`src/sv/pcf_pkg.sv`:
```
`timescale 1ns / 1ps

package pcf_pkg;

  localparam int PALETTE_ENTRIES = 1024;
  localparam int ADDR_W          = $clog2(PALETTE_ENTRIES);
  localparam int WORD_W          = 16;
  localparam int IDX_W           = 10;
  localparam int SPEED_W         = 9;

  localparam logic [WORD_W-1:0] MASK_B = 16'h001F;
  localparam logic [WORD_W-1:0] MASK_G = 16'h03E0;
  localparam logic [WORD_W-1:0] MASK_R = 16'h7C00;

  // val = (UNIT - level) mod 2^16
  localparam logic [WORD_W-1:0] UNIT = 16'h0100;

  localparam logic [IDX_W-1:0] LOW_REGION_BASE = 10'h080;
  localparam logic [IDX_W-1:0] LOW_REGION_END  = 10'h100;
  localparam logic [IDX_W-1:0] HALF_END        = 10'h200;

  typedef logic [ADDR_W-1:0] addr_t;
  typedef logic [WORD_W-1:0] word_t;

  typedef enum logic [1:0] {
    FUNC_START   = 2'd0,
    FUNC_CAPTURE = 2'd1,
    FUNC_RENDER  = 2'd2,
    FUNC_TICK    = 2'd3
  } func_t;

  typedef enum logic [1:0] {
    CFG_COLOR     = 2'd0,
    CFG_SPEED     = 2'd1,
    CFG_REGION    = 2'd2,
    CFG_DIRECTION = 2'd3
  } cfg_idx_t;

  typedef enum logic [1:0] {
    REGION_LOW  = 2'd0,
    REGION_HALF = 2'd1,
    REGION_ALL  = 2'd2,
    REGION_NONE = 2'd3
  } region_t;

  // Item state carried from the accept stage to the render stage
  typedef struct packed {
    logic  valid;
    logic  render;     // blend with the saved entry
    logic  fade_in;
    logic  in_region;
    logic  done;
    word_t word;       // final word when no blend is needed
    word_t val;
    word_t color;
  } stage_t;

  function automatic logic region_hit(input logic [1:0] kind,
                                      input logic [IDX_W-1:0] idx);
    logic hit;
    begin
      case (kind)
        REGION_LOW:  hit = (idx >= LOW_REGION_BASE) && (idx < LOW_REGION_END);
        REGION_HALF: hit = (idx < HALF_END);
        REGION_ALL:  hit = 1'b1;
        default:     hit = 1'b0;
      endcase
      return hit;
    end
  endfunction

  // ((a_f - b_f) * val / 256, toward zero) + base, masked to the field
  function automatic word_t blend_field(input word_t a, input word_t b,
                                        input word_t base, input word_t val,
                                        input word_t mask);
    logic signed [16:0] diff;
    logic signed [33:0] prod;
    logic signed [33:0] adj;
    logic signed [33:0] quot;
    word_t              sum;
    begin
      diff = $signed({1'b0, a & mask}) - $signed({1'b0, b & mask});
      prod = diff * $signed({1'b0, val});
      adj  = prod[33] ? (prod + 34'sd255) : prod;
      quot = adj >>> 8;
      sum  = quot[15:0] + base;
      return sum & mask;
    end
  endfunction

endpackage

```
`src/sv/pcf_render.sv`:
```
`timescale 1ns / 1ps

module pcf_render (
  input  logic                  clk,
  input  logic                  rst_n,
  input  pcf_pkg::stage_t       stage,
  input  pcf_pkg::word_t        saved,
  output logic                  strobe,
  output pcf_pkg::word_t        word,
  output logic                  in_region,
  output logic                  done
);

  pcf_pkg::word_t a_w;
  pcf_pkg::word_t b_w;
  pcf_pkg::word_t blend_w;
  pcf_pkg::word_t word_nxt;

  logic           strobe_r;
  pcf_pkg::word_t word_r;
  logic           in_region_r;
  logic           done_r;

  // fade out: saved toward color, based on color; fade in: reversed
  assign a_w = stage.fade_in ? stage.color : saved;
  assign b_w = stage.fade_in ? saved : stage.color;

  assign blend_w = pcf_pkg::blend_field(a_w, b_w, b_w, stage.val, pcf_pkg::MASK_B)
                 | pcf_pkg::blend_field(a_w, b_w, b_w, stage.val, pcf_pkg::MASK_G)
                 | pcf_pkg::blend_field(a_w, b_w, b_w, stage.val, pcf_pkg::MASK_R);

  always_comb begin
    if (!stage.render) begin
      word_nxt = stage.word;
    end else if (stage.fade_in && (stage.val == '0)) begin
      word_nxt = saved;       // whole word, bit 15 kept
    end else begin
      word_nxt = blend_w;
    end
  end

  always_ff @(posedge clk) begin
    if (!rst_n) begin
      strobe_r <= 1'b0;
    end else begin
      strobe_r <= stage.valid;
    end
    word_r      <= word_nxt;
    in_region_r <= stage.in_region;
    done_r      <= stage.done;
  end

  assign strobe    = strobe_r;
  assign word      = word_r;
  assign in_region = in_region_r;
  assign done      = done_r;

endmodule
```
`config.mk`:
```
export PLATFORM = sky130hd
export DESIGN_NAME = pcf_render
export DESIGN_NICKNAME = d
export VERILOG_FILES = /design/src/sv/pcf_pkg.sv /design/src/sv/pcf_render.sv
export SDC_FILE = /design/constraint.sdc
export NUM_CORES = 1
export LEC_CHECK = 0
export BUFFER_PORTS_ARGS = -buffer_cell sky130_fd_sc_hd__buf_4
export CAP_MARGIN = 20
export CORE_MARGIN = 2
export CORE_UTILIZATION = 60
export CTS_BUF_LIST = sky130_fd_sc_hd__clkbuf_8
export DETAILED_ROUTE_END_ITERATION = 8
export PLACE_DENSITY_LB_ADDON = 0.1
export SLEW_MARGIN = 15
export SYNTH_ARGS = -nofsm -noshare
export SYNTH_HDL_FRONTEND = slang
export SYNTH_SLANG_ARGS = --single-unit
```
`constraint.sdc`:
```
create_clock -name clk -period 10.2 [get_ports clk]
set_input_delay 0.51 -clock clk [delete_from_list [all_inputs] [get_ports clk]]
set_output_delay 0.51 -clock clk [all_outputs]
set_load 0.005 [all_outputs]
```
Word-level counts from Yosys, hierarchy flattened
Index checks and enable logic that the tools add are counted.

Flip-flop bits (word level): 19. Bits of input ports: 71.

Add/subtract/negate cells: 9. Multipliers: 3. Multiplexer cells: 7. Bitwise logic cells: 2. Reductions and logical operators: 2.

Operators by type and width (number): $mul A16 B17 Y33 (1); $mux W16 (2); $mux W15 (2); $mul A11 B17 Y28 (1); $add A23 B9 Y23 const B (1); $mul A6 B17 Y23 (1); $mux W23 (1); $add A18 B9 Y18 const B (1); $mux W18 (1); $logic_not A16 Y1 (1); $sub A15 B15 Y16 (1); $add A15 B15 Y15 (1); $or A10 B15 Y15 (1); $add A13 B9 Y13 const B (1); $mux W13 (1); $sub A10 B10 Y11 (1); $add A10 B10 Y10 (1); $or A5 B10 Y10 (1); $sub A5 B5 Y6 (1); $add A5 B5 Y5 (1); $logic_and A1 B1 Y1 (1).

Longest topological paths before layout
Gate-level depths: netlist of run 1.

Depth in word-level cells: 10. Depth in mapped cells: 40. Gate-level depth less buffers: 37.

Worst setup path after synthesis of run 1
No wires, ideal clock.

Kind: input to register. Start: input stage[50] (netlist bit). End: register word_r[8] (netlist: word[8]). Setup time: 74 ps. Arrival time: 9011 ps. Slack: 1114 ps. Cell stages on the path: 37. Path buffers: 3. Path through: buf_1 > clkbuf_1 > mux2i_1 > ha_1 > a21oi_1 > o21ai_0 > a21o_1 > a21o_1 > clkbuf_1 > or2_2 > fa_1 > fa_1 > inv_1 > fa_1 > inv_1 > fa_1 > inv_1 > ha_1 > ha_1 > a211oi_2 > nor4b_2 > nor4_4 > a2bb2oi_1 > nand3_1 > and2_1 > nand2_1 > xor2_1 > ha_1 > o21a_1 > o21ai_0 > a21boi_0 > o21ai_0 > nor2_1 > a2111oi_4 > nor3_1 > or3_1 > a31oi_1.

Longest elaborated chain between the ends: 10. Elaborated cells on any way between the ends: 12. Classes of those cells: add/sub (3); mul (1); mux (5); bitwise (2); reduce/logical (1).

RTL lines: start, declared (RTL line pcf_render.sv:6) `input pcf_pkg::stage_t stage,`; $mux W15, on equally long branches (RTL line pcf_render.sv:25, pcf_render.sv:26); $sub A10 B10 Y11 (RTL line pcf_pkg.sv:82) `diff = $signed({1'b0, a & mask}) - $signed({1'b0, b & mask});`; $mul A11 B17 Y28 (RTL line pcf_pkg.sv:83) `prod = diff * $signed({1'b0, val});`; $add A18 B9 Y18 (RTL line pcf_pkg.sv:84) `adj = prod[33] ? (prod + 34'sd255) : prod;`; $mux W18 (RTL line pcf_pkg.sv:84); $add A10 B10 Y10 (RTL line pcf_pkg.sv:86) `sum = quot[15:0] + base;`; $or A5 B10 Y10 (RTL line pcf_render.sv:29) `| pcf_pkg::blend_field(a_w, b_w, b_w, stage.val, pcf_pkg::MASK_G)`; $or A10 B15 Y15 (RTL line pcf_render.sv:30) `| pcf_pkg::blend_field(a_w, b_w, b_w, stage.val, pcf_pkg::MASK_R);`; $mux W16 * (RTL line pcf_render.sv:35) `end else if (stage.fade_in && (stage.val == '0)) begin`; $mux W16 * (RTL line pcf_render.sv:33) `if (!stage.render) begin`; via word_nxt[8] (RTL line pcf_render.sv:17) `pcf_pkg::word_t word_nxt;`; end signal, assigned (RTL line pcf_render.sv:48) `word_r <= word_nxt;`; end, declared (RTL line pcf_render.sv:20) `pcf_pkg::word_t word_r;`.

The timed path passes the listed nets; every way through them passes the cells marked *. A chain may end at the register's enable or synchronous reset.

Final worst setup path of run 1
Same ends and word-level chain as after synthesis.

==> results.cfg, run 1 <==
[status]
status = finished clean

[global_route]
grt_pass1_vias = 8387
grt_pass1_wl_mm = 40.1
antenna_found_initial = 0
grt.total_usage_pct = 26.9
overflow = 0
grt_max_degree = 37

[yosys]
synth-seq-cells = 19
synthXorXnorAreaFrac_pct = 5.47
syn_avg_cell_area_um2 = 8.58
synthMuxAreaShare_pct = 3.03
yosysUniqueCellTypes = 59
syn-cell-area_um2 = 10600
synthFlopType = dfxtp_1
synth_top_family_by_area = adder cells
synth_compound_area_share_pct = 8.19
syn_nets = 1647
ys.warnings.count = 0
postSynth.asyncResetShare_pct = 0
postSynthCellCount = 1233
synthAdderAreaFrac_pct = 51.3
yosys.area_share.simple_pct = 19.0
synth_edf_count = 0
ys_seq_area_share_pct = 3.59

[route]
dr.pass1.iters = 5
vias_per_cell = 5.53
ant_nets = 0
num_vias = 8337
wl_per_cell_um = 15.9
drt_first_iter_violations = 337
drt-total-wl_mm = 24.0
drc = 0

[setup_path]
critical_path.slowest_cell = fa_1
worst-setup-path-type = in2reg
cp.arrival_ns = 9.54
cp-end-kind = flop
crit_path_start_kind = primary input
crit_path_start = stage[50]
crit_family = adder cells
path_depth = 35
crit_path_max_fanout = 32
endpoint = word[8]
required_ns = 10.40
worst-path-buf-inv = 4
max_stage_delay_ns = 0.55

[timing]
period_share_pct = 91.6
setup-tns-final_ns = 0
tightestPinTransition_ns = 1.09
relSlewSlack_pct = 27.0
max_freq_mhz = 107
rsz0062_at_grt = false
setup_viol_count_final = 0
min_period_ns = 9.34
drv_slew = 0
layout_setup_ws_ns = 0.856
hold_violations = 0

[cells_and_area]
multi_input_area_um2 = 9220
mostFrequentLayoutCell = inv_1
drive_above_1_share_pct = 11.8
seq_area_um2 = 380
num-fill-cells = 1534
area_growth_pct = 7.76
fin_nets = 1697
mostFrequentLayoutCells = inv_1 (202), ha_1 (191), fa_1 (152), nand2_1 (131), buf_4 (95)
antenna_cells = 0

[clock_network]
post_cts_buffers = 0
postCtsHoldBufs = 0
clk_pin_slew_ns = 0.07
clock-sinks = 19
post_cts_resized = 0
clockBufferDepth = 2
cts_tree = yes
htreeDepth = 1
cts_buffers = 3
cts-root-buf = clkbuf_8

[place]
io_buffers = 88
dpl.hpwl_mm = 19.7
place_ws_ns = 0.637
place_congestion = 0.870

[floorplan]
chipWidth_um = 137
rows = 48
io-pin-count = 90
initial_core_util_pct = 61.2
fp.dieH_um = 137
core_area_um2 = 17300
die_area_um2 = 18700

[hold_path]
min_path_type = in2reg

[job]
maxCapViolCount = 0
## how the worst min path moves through the flow
stage	start	to	cells after the start
after floorplan	stage[48]	done	0
after global placement	stage[49]	in_region	1
after detailed placement	stage[48]	done	1
after CTS	stage[48]	done	1
after global routing	stage[48]	done	1
final	stage[48]	done	1
## synth_stat cells, types with 4 or more instances
| cell type | number | area share, % |
|---|---|---|
| mux2_2 | 16 | 1.7 |
| clkbuf_1 | 45 | 1.6 |
| mux2i_1 | 14 | 1.3 |
| a21oi_1 | 43 | 2.0 |
| nor4_1 | 4 | 0.24 |
| or2_2 | 22 | 1.3 |
| nand4_1 | 7 | 0.41 |
| nand3b_1 | 5 | 0.35 |
| o21a_1 | 5 | 0.35 |
| nand3_1 | 17 | 0.80 |
| dfxtp_1 | 19 | 3.6 |
| fa_1 | 152 | 29 |
| ha_1 | 191 | 23 |
| nor3_1 | 13 | 0.61 |
| o21ai_0 | 22 | 1.0 |
| nand2b_1 | 7 | 0.41 |
| and2_1 | 84 | 5.0 |
| clkbuf_8 | 4 | 0.52 |
| a31oi_1 | 10 | 0.59 |
| xnor2_1 | 39 | 3.2 |
| inv_1 | 202 | 7.2 |
| nor2_1 | 61 | 2.2 |
| a21o_1 | 18 | 1.3 |
| o21bai_1 | 4 | 0.28 |
| xor2_1 | 22 | 1.8 |
| nor2b_1 | 28 | 1.7 |
| nand2_1 | 131 | 4.6 |
## state kept, by name, indices dropped and copies added, names as in the netlist
signal     flops
word          16
done           1
in_region      1
strobe         1
## metal layers
| layer | vias to the layer above | share of wire, % | GRT usage [%] |
|---|---|---|---|
| li1 | 4032 | - | - |
| met1 | 4021 | 46 | 37.2 |
| met2 | 249 | 44 | 44.9 |
| met3 | 35 | 6.9 | 3.37 |
| met4 | 0 | 2.3 | 7.16 |
| met5 | - | 0 | 0 |
## area by class of cell
class	instances	share of cell area, %
Tap cell	225	2.47
Inverter	202	6.65
Multi-Input combinational cell	962	80.9
Clock inverter	1	0.0658
Timing Repair Buffer	95	6.25
Sequential cell	19	3.34
Clock buffer	3	0.362
## kinds of logic after synthesis
kind of cell | Yosys count
AO/OA/AOI/OAI | 131
XOR/XNOR | 63
adder cells (fa/ha/maj) | 343
buffers and inverters | 252
flip-flops | 19
multiplexers | 30
AND/OR/NAND/NOR | 395
## metrics by stage
stage / std cells / hold slack, ns / instance area, µm² / util [%]
floorplan: 1233 / 0.538 / 10600 / -
global placement: 1503 / 0.615 / 11400 / 65.6
detailed placement: 1503 / 0.618 / 11400 / 65.6
CTS: 1507 / 0.333 / 11400 / 65.9
global route: 1507 / 0.333 / 11400 / 65.9
finish: 1507 / 0.341 / 11400 / 65.9
Power of run 1 is left out: the tool's default activity adds up to more than one toggle a clock period on the data nets, which glitch-free logic cannot reach.
==> run 2, diff against run 1 <==
Settings changed: CORE_MARGIN 2 to 3.
==> run 2 against run 1 <==
Flip-flop and latch count is the same. Fmax up 0.77%. Hold slack improved by 0.010 ns. Critical path depth did not move. Sequential share of layout area hardly changed. Cell count decreased by 0.33%. Routed wire length shrank 2.1%. Non-clock buffer count unchanged. Setup slack gained 0.072 ns.
==> results.cfg, run 2 (same netlist as run 1, synthesis figures left out) <==
[timing]
setup-tns-final_ns = 0
max_freq_mhz = 108
hold_violations = 0
period_share_pct = 90.9
tightestPinTransition_ns = 0.981
layout_setup_ws_ns = 0.928
rsz0062_at_grt = false
relSlewSlack_pct = 34.4
drv_slew = 0
setup_viol_count_final = 0
min_period_ns = 9.27

[setup_path]
cp-end-kind = flop
crit_family = adder cells
critical_path.slowest_cell = fa_1
worst-path-buf-inv = 4
path_depth = 35
required_ns = 10.39
crit_path_start_kind = primary input
cp.arrival_ns = 9.46
crit_path_max_fanout = 32
max_stage_delay_ns = 0.54
worst-setup-path-type = in2reg

[global_route]
grt_max_degree = 37
antenna_found_initial = 0
grt_pass1_vias = 8421
grt.total_usage_pct = 25.1
grt_pass1_wl_mm = 40.7
overflow = 0

[floorplan]
initial_core_util_pct = 62.5
die_area_um2 = 19300
rows = 47
chipWidth_um = 139
io-pin-count = 90
fp.dieH_um = 139
core_area_um2 = 16900

[cells_and_area]
num-fill-cells = 1437
mostFrequentLayoutCell = inv_1
antenna_cells = 0
fin_nets = 1697
mostFrequentLayoutCells = inv_1 (203), ha_1 (191), fa_1 (152), nand2_1 (131), buf_4 (95)
area_growth_pct = 7.66
design_area_um2 = 11400
largest_register_ffs = 16
fin_util_pct = 67.3
drive_above_1_share_pct = 11.7

[clock_network]
post_cts_resized = 0
clk_pin_slew_ns = 0.07
cts_tree = yes
htreeDepth = 1
clockBufferDepth = 2
postCtsHoldBufs = 0
post_cts_buffers = 0
clock-sinks = 19
cts-root-buf = clkbuf_8
cts_buffers = 3

[place]
placed_area_um2 = 11300
place_ws_ns = 0.726
place_congestion = 0.838
io_buffers = 88
dpl.hpwl_mm = 19.7

[route]
drt_first_iter_violations = 374
drt-total-wl_mm = 23.5
num_vias = 8301
vias_per_cell = 5.53
drc = 0
ant_nets = 0
wl_per_cell_um = 15.7
dr.pass1.iters = 5

[hold_path]
hold_path_depth = 1
hp-start = stage[48]
hold_path_end = done
min_path_type = in2reg

[job]
maxCapViolCount = 0

[status]
status = finished clean
-- run 2: changes by cell type in the layout (fill, tap and decap cells not counted), sizes merged --
cell      before  now
inv          202  203
clkinvlp       1    0
-- run 2: area by class of cell --
| class | count | area [µm²] | area share [%] |
|---|---|---|---|
| Inverter | 202 | 758 | 6.66 |
| Clock buffer | 3 | 41.3 | 0.362 |
| Multi-Input combinational cell | 962 | 9220 | 80.9 |
| Tap cell | 220 | 275 | 2.42 |
| Clock inverter | 1 | 3.75 | 0.0329 |
| Sequential cell | 19 | 380 | 3.34 |
| Timing Repair Buffer | 95 | 713 | 6.26 |
-- run 2: per-layer routing --
metal	track usage (%)	vias up	routed length (µm)
met5	0	-	0
met4	6.49	0	563
met3	2.41	25	1290
met2	40.2	226	10700
met1	36.9	4019	11000
li1	-	4031	-
-- run 2: worst max path at each step --
stage	to	start	slack, ns
4_1_cts	word[8]	stage[50]	0.97
5_1_grt	word[8]	stage[50]	0.44
6_report	word[8]	stage[50]	0.93
3_3_place_gp	word[8]	stage[50]	0.84
2_1_floorplan	word[8]	stage[50]	1.11
3_5_place_dp	word[8]	stage[50]	0.73
-- run 2: through the flow --
step	hold WS (ns)	std cells
after floorplan	0.538	1233
after global placement	0.616	1498
after detailed placement	0.617	1498
after CTS	0.342	1502
after global routing	0.347	1502
final	0.352	1502
Power of run 2 is left out for the same reason.
==> run 3, diff against run 2 <==
Settings changed: CTS_BUF_LIST sky130_fd_sc_hd__clkbuf_8 to sky130_fd_sc_hd__clkbuf_16.
==> run 3 against run 2 <==
Sequential share of layout area is essentially flat. Die area is the same. Non-clock buffer count is the same. Core utilization grew 0.20 points. First-iteration DRC count is the same. Largest cell class unchanged.
==> results.cfg, run 3 (same netlist as run 1, synthesis figures left out) <==
[cells_and_area]
mostFrequentLayoutCell = inv_1
mostFrequentLayoutCells = inv_1 (203), ha_1 (191), fa_1 (152), nand2_1 (131), buf_4 (95)
fin_util_pct = 67.5
num-fill-cells = 1432
design_area_um2 = 11400
area_growth_pct = 7.98
drive_above_1_share_pct = 11.7
largest_register_ffs = 16
fin_nets = 1697
seq_area_um2 = 380
multi_input_area_um2 = 9220
antenna_cells = 0

[clock_network]
clockBufferDepth = 2
postCtsHoldBufs = 0
cts-root-buf = clkbuf_16
cts_tree = yes
htreeDepth = 1
post_cts_buffers = 0
clk_pin_slew_ns = 0.05
post_cts_resized = 0
clock-sinks = 19
cts_buffers = 3

[timing]
drv_slew = 0
max_freq_mhz = 108
period_share_pct = 90.9
setup_viol_count_final = 0
hold_violations = 0
relSlewSlack_pct = 34.4
tightestPinTransition_ns = 0.981
min_period_ns = 9.28
rsz0062_at_grt = false
setup-tns-final_ns = 0

[route]
num_vias = 8322
drc = 0
dr.pass1.iters = 5
ant_nets = 0
wl_per_cell_um = 15.7
vias_per_cell = 5.54
drt_first_iter_violations = 374
drt-total-wl_mm = 23.6

[floorplan]
core_area_um2 = 16900
initial_core_util_pct = 62.5
fp.dieH_um = 139
die_area_um2 = 19300
chipWidth_um = 139
rows = 47
io-pin-count = 90

[setup_path]
crit_path_start_kind = primary input
max_stage_delay_ns = 0.54
cp-end-kind = flop
cp.arrival_ns = 9.46
required_ns = 10.39
critical_path.slowest_cell = fa_1
worst-setup-path-type = in2reg
crit_path_max_fanout = 32

[global_route]
grt.total_usage_pct = 25.3
grt_max_degree = 37
overflow = 0
grt_pass1_vias = 8428
antenna_found_initial = 0
grt_pass1_wl_mm = 40.7

[place]
io_buffers = 88
placed_area_um2 = 11300
place_congestion = 0.838
dpl.hpwl_mm = 19.7

[status]
status = finished clean

[hold_path]
min_path_type = in2reg

[job]
maxCapViolCount = 0
## run 3: changes by cell type in the layout (fill, tap and decap cells not counted)
cell       before  now
clkbuf_16       0    3
clkbuf_8        3    0
## run 3: area by class of cell
type | count | share of cell area (%)
Sequential cell | 19 | 3.33
Tap cell | 220 | 2.41
Clock buffer | 3 | 0.657
Timing Repair Buffer | 95 | 6.24
Clock inverter | 1 | 0.0329
Multi-Input combinational cell | 962 | 80.7
Inverter | 202 | 6.64
## run 3: per-stage QoR
step           std cells  setup slack [ns]  hold WS [ns]
2_1_floorplan       1233              1.11         0.538
3_3_place_gp        1498             0.836         0.616
3_5_place_dp        1498             0.726         0.617
4_1_cts             1502             0.967         0.350
5_1_grt             1502             0.433         0.358
6_report            1502             0.925         0.354
## run 3: worst max-delay path: cells and delay by family
family	cells	cell delay [ns]
muxes	1	0.40
adders and majority gates	8	3.11
and+or+nand+nor	9	2.11
xor gates and xnor gates	1	0.16
AOI/OAI and AO/OA	12	2.61
buffers and inverters	4	0.51
## run 3: final timing paths
kind | start | cells past startpoint | end
hold / removal | stage[48] | 1 | done
setup / recovery | stage[50] | 35 | word[8]
## run 3: per-layer routing
layer | GRT usage, % | routed length [µm]
met3 | 2.34 | 1410
met5 | 0 | 0
met4 | 6.49 | 510
met1 | 37.0 | 10900
met2 | 40.6 | 10800
Power of run 3 is left out for the same reason.
